**config.mk**
```make
export PLATFORM = sky130hd
export DESIGN_NAME = ubx_navpvt_frame_parser
export DESIGN_NICKNAME = d
export VERILOG_FILES = /design/src/hw/rtl/ubx_pkg.sv /design/src/hw/rtl/ubx_ram.sv /design/src/hw/rtl/ubx_rx.sv /design/src/hw/rtl/ubx_pvt_dec.sv /design/src/hw/rtl/ubx_navpvt_frame_parser.sv
export SDC_FILE = /design/constraint.sdc
export NUM_CORES = 1
export LEC_CHECK = 0
export BUFFER_PORTS_ARGS = -buffer_cell sky130_fd_sc_hd__buf_2
export CORE_UTILIZATION = 65
export CTS_BUF_LIST = sky130_fd_sc_hd__clkbuf_2
export CTS_CLUSTER_SIZE = 30
export DETAILED_ROUTE_END_ITERATION = 8
export GPL_ROUTABILITY_DRIVEN = 0
export PLACE_DENSITY = 0.82
export SYNTH_ARGS = -nofsm -noshare
export SYNTH_HDL_FRONTEND = slang
export SYNTH_SLANG_ARGS = --single-unit
```
**constraint.sdc**
```tcl
create_clock -name clk -period 7.2 [get_ports clk]
set_input_delay 1.44 -clock clk [delete_from_list [all_inputs] [get_ports clk]]
set_output_delay 1.44 -clock clk [all_outputs]
set_load 0.01 [all_outputs]
```
**src/hw/rtl/ubx_pkg.sv**
```systemverilog
`timescale 1ns / 1ps
`default_nettype none
// ----------------------------------------------------------------------------
// ubx_pkg
// Shared codes, types and the NAV-PVT field table for the UBX frame parser.
// ----------------------------------------------------------------------------
package ubx_pkg;

  localparam logic [7:0] SYNC_A  = 8'hB5;
  localparam logic [7:0] SYNC_B  = 8'h62;
  localparam logic [7:0] CLS_ACK = 8'h05;
  localparam logic [7:0] ID_ACK  = 8'h01;
  localparam logic [7:0] ID_NAK  = 8'h00;
  localparam logic [7:0] CLS_NAV = 8'h01;
  localparam logic [7:0] ID_PVT  = 8'h07;

  localparam logic [15:0] PVT_MIN_LEN = 16'd92;
  localparam int          HDR_BYTES   = 4;   // class, id, length lo/hi
  localparam int          OVERHEAD    = 6;   // header plus two checksum bytes

  localparam logic [31:0] HACC_LIMIT_RESET = 32'd10000;
  localparam logic [7:0]  FIX_3D           = 8'd3;
  localparam logic [7:0]  FIX_GNSS_DR      = 8'd4;

  typedef enum logic [2:0] {
    EVT_CKSUM = 3'd0,
    EVT_ACK   = 3'd1,
    EVT_NAK   = 3'd2,
    EVT_NAV   = 3'd3,
    EVT_OTHER = 3'd4
  } evt_t;

  typedef struct packed {
    logic req;   // one-cycle pulse: a frame has ended
    logic pvt;   // valid NAV-PVT frame, run the field decoder
    evt_t evt;   // single event when pvt is clear
  } frame_done_t;

  // Field numbers of the decoded run
  localparam logic [4:0] FLD_ITOW    = 5'd0;
  localparam logic [4:0] FLD_YEAR    = 5'd1;
  localparam logic [4:0] FLD_MONTH   = 5'd2;
  localparam logic [4:0] FLD_DAY     = 5'd3;
  localparam logic [4:0] FLD_HOUR    = 5'd4;
  localparam logic [4:0] FLD_MIN     = 5'd5;
  localparam logic [4:0] FLD_SEC     = 5'd6;
  localparam logic [4:0] FLD_FIX     = 5'd7;
  localparam logic [4:0] FLD_NUMSV   = 5'd8;
  localparam logic [4:0] FLD_LON     = 5'd9;
  localparam logic [4:0] FLD_LAT     = 5'd10;
  localparam logic [4:0] FLD_HMSL    = 5'd11;
  localparam logic [4:0] FLD_GSPEED  = 5'd12;
  localparam logic [4:0] FLD_HEADMOT = 5'd13;
  localparam logic [4:0] FLD_HACC    = 5'd14;
  localparam logic [4:0] FLD_VACC    = 5'd15;
  localparam logic [4:0] FLD_PDOP    = 5'd16;
  localparam logic [4:0] FLD_FLAGS   = 5'd17;

  // Decoder steps: three status bytes first, then one step per field
  localparam logic [4:0] STEP_VALID  = 5'd0;
  localparam logic [4:0] STEP_FLAGS  = 5'd1;
  localparam logic [4:0] STEP_FLAGS3 = 5'd2;
  localparam logic [4:0] N_PRE       = 5'd3;
  localparam logic [4:0] STEP_LAST   = N_PRE + FLD_FLAGS;

  // Payload offset of the first byte read in a step
  function automatic logic [6:0] step_off(input logic [4:0] step);
    logic [6:0] off;
    case (step)
      STEP_VALID:            off = 7'd11;
      STEP_FLAGS:            off = 7'd21;
      STEP_FLAGS3:           off = 7'd78;
      N_PRE + FLD_ITOW:      off = 7'd0;
      N_PRE + FLD_YEAR:      off = 7'd4;
      N_PRE + FLD_MONTH:     off = 7'd6;
      N_PRE + FLD_DAY:       off = 7'd7;
      N_PRE + FLD_HOUR:      off = 7'd8;
      N_PRE + FLD_MIN:       off = 7'd9;
      N_PRE + FLD_SEC:       off = 7'd10;
      N_PRE + FLD_FIX:       off = 7'd20;
      N_PRE + FLD_NUMSV:     off = 7'd23;
      N_PRE + FLD_LON:       off = 7'd24;
      N_PRE + FLD_LAT:       off = 7'd28;
      N_PRE + FLD_HMSL:      off = 7'd36;
      N_PRE + FLD_GSPEED:    off = 7'd60;
      N_PRE + FLD_HEADMOT:   off = 7'd64;
      N_PRE + FLD_HACC:      off = 7'd40;
      N_PRE + FLD_VACC:      off = 7'd44;
      N_PRE + FLD_PDOP:      off = 7'd76;
      default:               off = 7'd0;
    endcase
    return off;
  endfunction

  // Number of little-endian bytes read in a step
  function automatic logic [2:0] step_nb(input logic [4:0] step);
    logic [2:0] nb;
    case (step)
      STEP_VALID, STEP_FLAGS, STEP_FLAGS3:     nb = 3'd1;
      N_PRE + FLD_ITOW, N_PRE + FLD_LON, N_PRE + FLD_LAT, N_PRE + FLD_HMSL,
      N_PRE + FLD_GSPEED, N_PRE + FLD_HEADMOT, N_PRE + FLD_HACC,
      N_PRE + FLD_VACC:                       nb = 3'd4;
      N_PRE + FLD_YEAR, N_PRE + FLD_PDOP:     nb = 3'd2;
      N_PRE + FLD_MONTH, N_PRE + FLD_DAY, N_PRE + FLD_HOUR, N_PRE + FLD_MIN,
      N_PRE + FLD_SEC, N_PRE + FLD_FIX, N_PRE + FLD_NUMSV: nb = 3'd1;
      default:                                nb = 3'd0;
    endcase
    return nb;
  endfunction

  // Fields carried as signed 32-bit values
  function automatic logic step_sgn(input logic [4:0] step);
    logic s;
    case (step)
      N_PRE + FLD_LON, N_PRE + FLD_LAT, N_PRE + FLD_HMSL, N_PRE + FLD_GSPEED,
      N_PRE + FLD_HEADMOT: s = 1'b1;
      default:             s = 1'b0;
    endcase
    return s;
  endfunction

endpackage
`default_nettype wire

```
**src/hw/rtl/ubx_ram.sv**
```systemverilog
`timescale 1ns / 1ps
`default_nettype none
// ----------------------------------------------------------------------------
// ubx_ram
// Simple dual-port RAM: one write port, one read port with registered data.
// ----------------------------------------------------------------------------
module ubx_ram #(
  parameter int WIDTH = 8,
  parameter int DEPTH = 100
) (
  input  wire logic                     clk,
  input  wire logic                     wr_en,
  input  wire logic [$clog2(DEPTH)-1:0] wr_addr,
  input  wire logic [WIDTH-1:0]         wr_data,
  input  wire logic                     rd_en,
  input  wire logic [$clog2(DEPTH)-1:0] rd_addr,
  output logic      [WIDTH-1:0]         rd_data
);

  logic [WIDTH-1:0] mem [DEPTH];

  always_ff @(posedge clk) begin
    if (wr_en) begin
      mem[wr_addr] <= wr_data;
    end
    if (rd_en) begin
      rd_data <= mem[rd_addr];
    end
  end

endmodule
`default_nettype wire

```
**src/hw/rtl/ubx_rx.sv**
```systemverilog
`timescale 1ns / 1ps
`default_nettype none
// ----------------------------------------------------------------------------
// ubx_rx
// Byte receiver: sync hunt, frame store writes, running Fletcher sum and
// frame outcome.
// ----------------------------------------------------------------------------
module ubx_rx
  import ubx_pkg::*;
#(
  parameter int FRAME_STORE_BYTES = 100
) (
  input  wire logic                                 clk,
  input  wire logic                                 rst,
  input  wire logic                                 s_axis_tvalid,
  output logic                                      s_axis_tready,
  input  wire logic [7:0]                           s_axis_tdata,  // rx_byte
  input  wire logic                                 dec_busy,
  output logic                                      wr_en,
  output logic      [$clog2(FRAME_STORE_BYTES)-1:0] wr_addr,
  output logic      [7:0]                           wr_data,
  output frame_done_t                               done
);

  localparam int IW = $clog2(FRAME_STORE_BYTES);

  logic          in_frame;
  logic [7:0]    prev_byte;
  logic [IW-1:0] idx;
  logic [7:0]    cls;
  logic [7:0]    msg_id;
  logic [7:0]    len_lo;
  logic [15:0]   dec_len;
  logic [7:0]    sum_a;
  logic [7:0]    sum_b;
  logic [7:0]    ck_a_rx;

  logic          accept;
  logic [7:0]    b;
  logic [16:0]   idx17;
  logic [15:0]   len_cur;
  logic          in_sum;
  logic [7:0]    sum_a_next;
  logic [7:0]    sum_b_next;
  logic          finish;
  logic          cksum_ok;
  evt_t          evt;
  logic          pvt;

  assign s_axis_tready = !dec_busy && !done.req;
  assign accept        = s_axis_tvalid && s_axis_tready;
  assign b             = s_axis_tdata;
  assign idx17         = 17'(idx);
  assign len_cur       = {b, len_lo};

  assign wr_en   = accept && in_frame;
  assign wr_addr = idx;
  assign wr_data = b;

  always_comb begin
    in_sum     = (idx17 < 17'(HDR_BYTES)) || (idx17 < 17'(dec_len) + 17'(HDR_BYTES));
    sum_a_next = sum_a + b;
    sum_b_next = sum_b + sum_a_next;
    finish     = (idx17 >= 17'(HDR_BYTES)) &&
                 (idx17 + 17'd1 == 17'(dec_len) + 17'(OVERHEAD));
    cksum_ok   = (ck_a_rx == sum_a) && (b == sum_b);
    pvt        = 1'b0;
    if (!cksum_ok) begin
      evt = EVT_CKSUM;
    end else if (cls == CLS_ACK && msg_id == ID_ACK) begin
      evt = EVT_ACK;
    end else if (cls == CLS_ACK && msg_id == ID_NAK) begin
      evt = EVT_NAK;
    end else if (cls == CLS_NAV && msg_id == ID_PVT && dec_len >= PVT_MIN_LEN) begin
      evt = EVT_NAV;
      pvt = 1'b1;
    end else begin
      evt = EVT_OTHER;
    end
  end

  always_ff @(posedge clk) begin
    if (rst) begin
      in_frame  <= 1'b0;
      prev_byte <= 8'd0;
      done      <= '{req: 1'b0, pvt: 1'b0, evt: EVT_CKSUM};
    end else begin
      done.req <= accept && in_frame && finish;
      if (accept) begin
        prev_byte <= b;
        if (!in_frame) begin
          idx   <= '0;
          sum_a <= 8'd0;
          sum_b <= 8'd0;
          if (prev_byte == SYNC_A && b == SYNC_B) begin
            in_frame <= 1'b1;
          end
        end else begin
          idx <= idx + 1'b1;
          if (in_sum) begin
            sum_a <= sum_a_next;
            sum_b <= sum_b_next;
          end
          if (idx17 == 17'd0) begin
            cls <= b;
          end
          if (idx17 == 17'd1) begin
            msg_id <= b;
          end
          if (idx17 == 17'd2) begin
            len_lo <= b;
          end
          if (idx17 == 17'd3) begin
            dec_len <= len_cur;
            // drop a frame that cannot fit the store
            if (len_cur > 16'(FRAME_STORE_BYTES - OVERHEAD)) begin
              in_frame <= 1'b0;
            end
          end
          if (idx17 >= 17'(HDR_BYTES) && idx17 == 17'(dec_len) + 17'(HDR_BYTES)) begin
            ck_a_rx <= b;
          end
          if (finish) begin
            in_frame <= 1'b0;
            done.pvt <= pvt;
            done.evt <= evt;
          end
        end
      end
    end
  end

endmodule
`default_nettype wire

```
**src/hw/rtl/ubx_pvt_dec.sv**
```systemverilog
`timescale 1ns / 1ps
`default_nettype none
// ----------------------------------------------------------------------------
// ubx_pvt_dec
// Result sequencer: reads NAV-PVT fields from the frame store byte by byte
// and drives the result stream, or sends a single frame event.
// ----------------------------------------------------------------------------
module ubx_pvt_dec
  import ubx_pkg::*;
#(
  parameter int AW = 7
) (
  input  wire logic           clk,
  input  wire logic           rst,
  input  wire frame_done_t    done,
  input  wire logic [31:0]    hacc_limit,
  output logic                busy,
  output logic                rd_en,
  output logic      [AW-1:0]  rd_addr,
  input  wire logic [7:0]     rd_data,
  output logic                m_axis_tvalid,
  input  wire logic           m_axis_tready,
  output logic      [39:0]    m_axis_tdata,  // field_value[32:0], zero pad
  output logic      [7:0]     m_axis_tuser,  // event_res[2:0], field_id[7:3]
  output logic                m_axis_tlast   // last
);

  typedef enum logic [2:0] {
    D_IDLE,
    D_ADDR,
    D_CAP,
    D_EMIT,
    D_EVT
  } state_t;

  state_t      state;
  logic [4:0]  step;
  logic [2:0]  j;
  logic [31:0] acc;
  evt_t        evt_hold;
  logic [7:0]  valid_b;
  logic [7:0]  flags_b;
  logic [7:0]  flags3_b;
  logic [7:0]  fix;
  logic [31:0] hacc;

  evt_t        out_evt;
  logic [4:0]  out_fid;
  logic [32:0] out_val;

  logic        out_free;
  logic        out_load;
  logic [4:0]  fid;
  logic        vd;
  logic        vt;
  logic        fr;
  logic        tok;
  logic        fok;
  logic        nok;
  logic [32:0] val;

  assign busy          = (state != D_IDLE);
  assign out_free      = !m_axis_tvalid || m_axis_tready;
  assign out_load      = out_free && ((state == D_EMIT) || (state == D_EVT));
  assign m_axis_tdata  = {7'd0, out_val};
  assign m_axis_tuser  = {out_fid, out_evt};
  assign rd_en         = (state == D_ADDR) && (j != step_nb(step));
  assign rd_addr       = AW'(HDR_BYTES) + AW'(step_off(step)) + AW'(j);

  always_comb begin
    fid = step - N_PRE;
    vd  = valid_b[0];
    vt  = valid_b[1];
    fr  = valid_b[2];
    tok = vd && vt && fr;
    fok = flags_b[0] && !flags3_b[0];
    nok = fok && (fix == FIX_3D || fix == FIX_GNSS_DR) && (hacc <= hacc_limit);
    if (fid == FLD_FLAGS) begin
      val = {27'd0, nok, fok, tok, fr, vt, vd};
    end else if (step_sgn(step)) begin
      val = {acc[31], acc};
    end else begin
      val = {1'b0, acc};
    end
    // zero date and time when the receiver marks them invalid
    if (fid inside {[FLD_YEAR:FLD_DAY]} && !vd) begin
      val = '0;
    end
    if (fid inside {[FLD_HOUR:FLD_SEC]} && !vt) begin
      val = '0;
    end
  end

  always_ff @(posedge clk) begin
    if (rst) begin
      state         <= D_IDLE;
      m_axis_tvalid <= 1'b0;
    end else begin
      if (out_load) begin
        m_axis_tvalid <= 1'b1;
      end else if (m_axis_tvalid && m_axis_tready) begin
        m_axis_tvalid <= 1'b0;
      end
      case (state)
        D_IDLE: begin
          if (done.req) begin
            evt_hold <= done.evt;
            step     <= STEP_VALID;
            j        <= 3'd0;
            acc      <= 32'd0;
            state    <= done.pvt ? D_ADDR : D_EVT;
          end
        end
        D_ADDR: begin
          if (j == step_nb(step)) begin
            if (step < N_PRE) begin
              case (step)
                STEP_VALID: valid_b  <= acc[7:0];
                STEP_FLAGS: flags_b  <= acc[7:0];
                default:    flags3_b <= acc[7:0];
              endcase
              step <= step + 5'd1;
              j    <= 3'd0;
              acc  <= 32'd0;
            end else begin
              state <= D_EMIT;
            end
          end else begin
            state <= D_CAP;
          end
        end
        D_CAP: begin
          acc[8*j[1:0] +: 8] <= rd_data;
          j                  <= j + 3'd1;
          state              <= D_ADDR;
        end
        D_EMIT: begin
          if (out_free) begin
            out_evt       <= EVT_NAV;
            out_fid       <= fid;
            out_val       <= val;
            m_axis_tlast  <= (step == STEP_LAST);
            if (fid == FLD_FIX) begin
              fix <= acc[7:0];
            end
            if (fid == FLD_HACC) begin
              hacc <= acc;
            end
            if (step == STEP_LAST) begin
              state <= D_IDLE;
            end else begin
              step  <= step + 5'd1;
              j     <= 3'd0;
              acc   <= 32'd0;
              state <= D_ADDR;
            end
          end
        end
        D_EVT: begin
          if (out_free) begin
            out_evt       <= evt_hold;
            out_fid       <= 5'd0;
            out_val       <= 33'd0;
            m_axis_tlast  <= 1'b1;
            state         <= D_IDLE;
          end
        end
        default: state <= D_IDLE;
      endcase
    end
  end

endmodule
`default_nettype wire

```
**src/hw/rtl/ubx_navpvt_frame_parser.sv**
```systemverilog
`timescale 1ns / 1ps
`default_nettype none
// ----------------------------------------------------------------------------
// ubx_navpvt_frame_parser
// UBX frame receiver with Fletcher-8 check and NAV-PVT field decoder.
//
//   channel  dir  signals                          content
//   s_axis   in   tvalid tready tdata[7:0]         rx_byte
//   m_axis   out  tvalid tready tdata tuser tlast  field_value / event, id / last
//   cfg      in   cfg_wr_en cfg_wr_data[31:0]      hacc_limit_mm
//
// A byte is taken every cycle while no frame end is pending or being decoded; the
// frame store RAM is written once per frame byte. At frame end input stalls
// while the decoder sends a single event or a NAV-PVT run: the decoder reads 46
// store bytes through the single read port, closes each of its 21 steps and
// emits 18 transfers. Output back-pressure lengthens this. Synchronous reset
// clears the hunt state and the output valid; the store needs none.
// ----------------------------------------------------------------------------
module ubx_navpvt_frame_parser
  import ubx_pkg::*;
#(
  parameter int FRAME_STORE_BYTES = 100
) (
  input  wire logic        clk,
  input  wire logic        rst,
  input  wire logic        s_axis_tvalid,
  output logic             s_axis_tready,
  input  wire logic [7:0]  s_axis_tdata,   // rx_byte
  output logic             m_axis_tvalid,
  input  wire logic        m_axis_tready,
  output logic      [39:0] m_axis_tdata,   // field_value[32:0], zero pad
  output logic      [7:0]  m_axis_tuser,   // event_res[2:0], field_id[7:3]
  output logic             m_axis_tlast,   // last
  input  wire logic        cfg_wr_en,
  input  wire logic [31:0] cfg_wr_data     // hacc_limit_mm
);

  localparam int AW = $clog2(FRAME_STORE_BYTES);

  logic [31:0]   hacc_limit;
  logic          dec_busy;
  frame_done_t   done;
  logic          wr_en;
  logic [AW-1:0] wr_addr;
  logic [7:0]    wr_data;
  logic          rd_en;
  logic [AW-1:0] rd_addr;
  logic [7:0]    rd_data;

  always_ff @(posedge clk) begin
    if (rst) begin
      hacc_limit <= HACC_LIMIT_RESET;
    end else if (cfg_wr_en) begin
      hacc_limit <= cfg_wr_data;
    end
  end

  ubx_rx #(
    .FRAME_STORE_BYTES(FRAME_STORE_BYTES)
  ) u_rx (
    .clk          (clk),
    .rst          (rst),
    .s_axis_tvalid(s_axis_tvalid),
    .s_axis_tready(s_axis_tready),
    .s_axis_tdata (s_axis_tdata),
    .dec_busy     (dec_busy),
    .wr_en        (wr_en),
    .wr_addr      (wr_addr),
    .wr_data      (wr_data),
    .done         (done)
  );

  ubx_ram #(
    .WIDTH(8),
    .DEPTH(FRAME_STORE_BYTES)
  ) u_store (
    .clk    (clk),
    .wr_en  (wr_en),
    .wr_addr(wr_addr),
    .wr_data(wr_data),
    .rd_en  (rd_en),
    .rd_addr(rd_addr),
    .rd_data(rd_data)
  );

  ubx_pvt_dec #(
    .AW(AW)
  ) u_dec (
    .clk          (clk),
    .rst          (rst),
    .done         (done),
    .hacc_limit   (hacc_limit),
    .busy         (dec_busy),
    .rd_en        (rd_en),
    .rd_addr      (rd_addr),
    .rd_data      (rd_data),
    .m_axis_tvalid(m_axis_tvalid),
    .m_axis_tready(m_axis_tready),
    .m_axis_tdata (m_axis_tdata),
    .m_axis_tuser (m_axis_tuser),
    .m_axis_tlast (m_axis_tlast)
  );

`ifndef SYNTHESIS
  // no byte transfer while the decoder owns the store
  a_stall_while_busy: assert property (@(posedge clk) disable iff (rst)
    dec_busy |-> !s_axis_tready)
    else $error("input accepted while decoder busy");

  // store is never written and read in the same cycle
  a_no_rw_overlap: assert property (@(posedge clk) disable iff (rst)
    !(wr_en && rd_en))
    else $error("frame store write during decode read");

  // a frame end is only signaled to an idle decoder
  a_done_idle: assert property (@(posedge clk) disable iff (rst)
    done.req |-> !dec_busy)
    else $error("frame end while decoder busy");

  // single events carry zero id and value and end the run
  a_event_shape: assert property (@(posedge clk) disable iff (rst)
    (m_axis_tvalid && m_axis_tuser[2:0] != EVT_NAV) |->
      (m_axis_tlast && m_axis_tuser[7:3] == 5'd0 && m_axis_tdata == 40'd0))
    else $error("malformed single event result");
`endif

endmodule
`default_nettype wire

```
==> key figures <==
Logic synthesis
  – Count of state elements after synthesis: roughly 1100
  – YS warnings: 0
  – Area share of the largest cell type after synthesis: 0.6814
  – Async SR Flop Fraction: 0
  – Ranking of synthesized cells by area: edfxtp_1, mux4_2, dfxtp_1
  – Mean Syn Cell Area: 16.96 um2
  – Unique cell type count in the Yosys netlist: 81
  – Post-Syn Area: 0.04447 mm2
  – Post-synth top cells: edfxtp_1, nor2_1, mux4_2, nand2_1
  – Seq/Total Area, Yosys: 0.7084
  – Cells after Synth: 2621
  – Largest area contributor in the netlist: edfxtp_1
  – Most frequent cell after synthesis: edfxtp_1
  – Number of synthesized flops with an enable pin: 1009
  – Post-synth top flop: edfxtp_1

Timing
  – Max Freq: 224.3 MHz
  – Final Cycle Share: 0.6193
  – Minimum clock period: between 4 and 5 ns
  – Clock skew: 0.1198 ns
  – Rel. slew slack: 0.09522
  – Post-route setup TNS: 0 ns
  – Final setup vio count: 0
  – Final worst slack: 2.741 ns
  – Worst Tran Pin Value: 1.353 ns
  – Final Slew Violations: 0
  – Unrepaired setup endpoints after global routing: false
  – Final hold violations: 0

Pwr
  – NetSw: 2539 uW
  – Comb pwr share: 0.022
  – Int Pwr: 8346 uW
  – Flop pwr share: 0.625
  – Leak pwr: 0.01688 uW
  – PwrDens: 226.3 mW/mm2
  – Switching share of power: 0.2333
  – Worst vdd ir: between 0.15 and 0.2 mV
  – Clock power frac: 0.353

Worst setup path
  – Cell family with most CP delay: adder cells
  – Max FO, Critical Path: 53
  – Crit path kind: reg2reg
  – R2R setup slack: 2.74 ns
  – CP bufs+invs: 2
  – CP max stage delay: ~0.77 ns
  – CP required: 8.39 ns
  – Crit end category: register
  – Crit-path cells: ha_1 -> ha_4 -> inv_1 -> fa_2 -> buf_4 -> nand2_1 -> o22ai_1 -> o21ai_0 -> o21ai_0 -> o221ai_1
  – Cell mode on critical path: o21ai_0
  – Crit-path slowest cell: buf_4
  – Arr. time, crit path: 5.65 ns
  – CP Launch Type: register

Place
  – PortBufs: 88
  – Worst slack, placed: 2.300 ns
  – Final HPWL DP: 62.51 mm

Floorplanning
  – Initial core utilization: 0.6598
  – Die width: between 200 and 300 um
  – Total I/O pin count: 96
  – Die Span Y: 263.6 um
  – Core area: 0.06740 mm2
  – Full die area: 0.06946 mm2
  – Num rows: 95

Clock network
  – Cts-stage hold buffer count: 0
  – H-tree depth: 5
  – Clock sink count: 1069
  – CTS Root Buffer Type: clkbuf_2
  – Clock buffer count from CTS: roughly 280
  – # resized after CTS: 0
  – Worst skew pair latency: 1.50 ns
  – CTS tree: built
  – Post-CTS Setup Bufs: 0
  – Max clock buf depth: 4
  – Reg clk slew, reported paths: 0.10 ns

Status
  – Status: finished, final reports clean

Job
  – Max Cap Viol: 0

Drt
  – WL final: roughly 100 mm
  – ANT nets after route: 0
  – Via Count: 25440
  – Pre-antenna DRT Iters: 6
  – DR iter-0 viols: 3005
  – DRC viols: 0
  – Vias per std cell: 6.438
  – Wire per inst: 25.58 um

Final layout
  – Fillers: around 4100
  – Final net count: 3028
  – Area Overhead vs Synth: 8.174%
  – Share of post-route cells with drive strength above 1: 0.2507

Global route
  – Grt ovf: 0
  – Vias in the first global route: around 26000
  – Initial antenna violation count: 3
  – First-pass GRT wire length: 152.8 mm
  – Largest net degree at the start of global routing: 94
  – Gr usage total: 0.2969

Hold path
  – Worst hold path type: in2reg
## area by class of cell
type / count / area [um2] / area share
tap: 873 / 1092 / 0.02271
sequential: 1069 / 31500 / 0.6549
antenna: 8 / 20.02 / 0.0004162
timing repair buffer: 122 / 740.7 / 0.01540
inverter: 74 / 277.8 / 0.005775
clock inverter: 66 / 307.8 / 0.006399
clock buffer: 385 / 1927 / 0.04006
multi-input combinational: 1355 / 12230 / 0.2543
## final timing paths
path | from | endpoint | cells past startpoint
max reg2reg | u_dec.j[1] | u_store.rd_data[3] | 10
max | u_dec.j[1] | u_store.rd_data[3] | 10
min reg2reg | u_dec.acc[11] | u_dec.hacc[11] | 0
min | cfg_wr_data[16] | hacc_limit[16] | 3
## metrics by stage
step	util	total power [uW]	hold WS [ns]	instance area, um2	cells
global placement	0.6802	7164	0.4083	45850	3493
floorplan	-	7045	0.4005	44490	2627
detailed placement	0.6802	7179	0.4157	45850	3493
CTS	0.7134	10930	0.09546	48080	3944
global route	0.7137	11250	0.1135	48100	3951
finish	0.7137	10890	0.2064	48100	3952
## routing by layer
metal / vias up / wire length, um / GRT usage / part of all wire
met5: - / 0 / 0 / 0
li1: 10970 / - / - / -
met2: 1571 / 50700 / 0.4858 / 0.50
met4: 0 / 4295 / 0.1547 / 0.042
met3: 315 / 9423 / 0.06763 / 0.093
met1: 12590 / 36660 / 0.3749 / 0.36
## placed cells by master (no fill, tap or decap), drive strengths merged, types with 6 or more instances in the layout
cell type | Yosys | layout
a211oi | 7 | 7
a21o | 12 | 12
a21oi | 83 | 83
a31oi | 11 | 11
and2 | 48 | 48
and3 | 10 | 10
buf | 50 | 122
clkbuf | 79 | 385
clkinv | 0 | 60
conb | 1 | 7
dfxtp | 60 | 60
diode | 0 | 8
edfxtp | 1009 | 1009
ha | 83 | 83
inv | 74 | 78
mux2 | 6 | 6
mux2i | 58 | 58
mux4 | 220 | 220
nand2 | 135 | 135
nand2b | 11 | 11
nand3 | 50 | 50
nand4 | 17 | 17
nor2 | 251 | 251
nor2b | 47 | 47
nor3 | 29 | 29
nor4 | 16 | 16
o2111ai | 6 | 6
o211ai | 10 | 10
o21ai | 46 | 46
o221ai | 6 | 6
o22ai | 26 | 26
xnor2 | 35 | 35
xor2 | 34 | 34
## power groups by stage
stage,sequential (uW),combinational (uW),clock [uW]
floorplan,6940,110,0
global placement,6940,225,0
detailed placement,6940,239,0
CTS,6800,239,3900
global route,6800,261,4190
finish,6800,241,3850
## registers in the layout, summed over array words and instances (netlist names), 3 cells and up, named ones only
| name | flops |
|---|---|
| u_rx.done | 5 |
| u_rx.dec_len | 16 |
| u_rx.ck_a_rx | 8 |
| u_dec.out_val | 33 |
| u_dec.evt_hold | 3 |
| u_dec.fix | 8 |
| u_rx.cls | 8 |
| u_dec.j | 3 |
| u_dec.hacc | 32 |
| u_rx.len_lo | 8 |
| u_dec.out_evt | 3 |
| u_rx.sum_b | 8 |
| u_rx.prev_byte | 8 |
| u_dec.acc | 32 |
| u_dec.state | 3 |
| u_dec.valid_b | 3 |
| u_dec.step | 5 |
| u_dec.out_fid | 5 |
| u_rx.msg_id | 8 |
| u_store.mem | 800 |
| u_rx.sum_a | 8 |
| u_store.rd_data | 8 |
| hacc_limit | 32 |
| u_rx.wr_addr | 7 |
## worst register-to-register path, delay by kind of cell (launching register included)
kind	cells	cell delay [ns]
and+or+nand+nor	1	0.58
adders and majority gates	3	1.24
AOI/OAI and AO/OA	4	1.06
buffers and inverters	2	0.81
DFF	1	0.52
## logic make-up after synthesis
kind of cell / count (synthesis) / synth area share
compound gates: 257 / 0.03728
xor+xnor: 70 / 0.01410
fa+ha+maj: 87 / 0.02496
buf+inv: 203 / 0.01882
flops: 1069 / 0.7084
mux: 284 / 0.1264
other cells: 1 / 0.00008434
simple gates: 650 / 0.06995
Power figures use the tool's default switching activity.
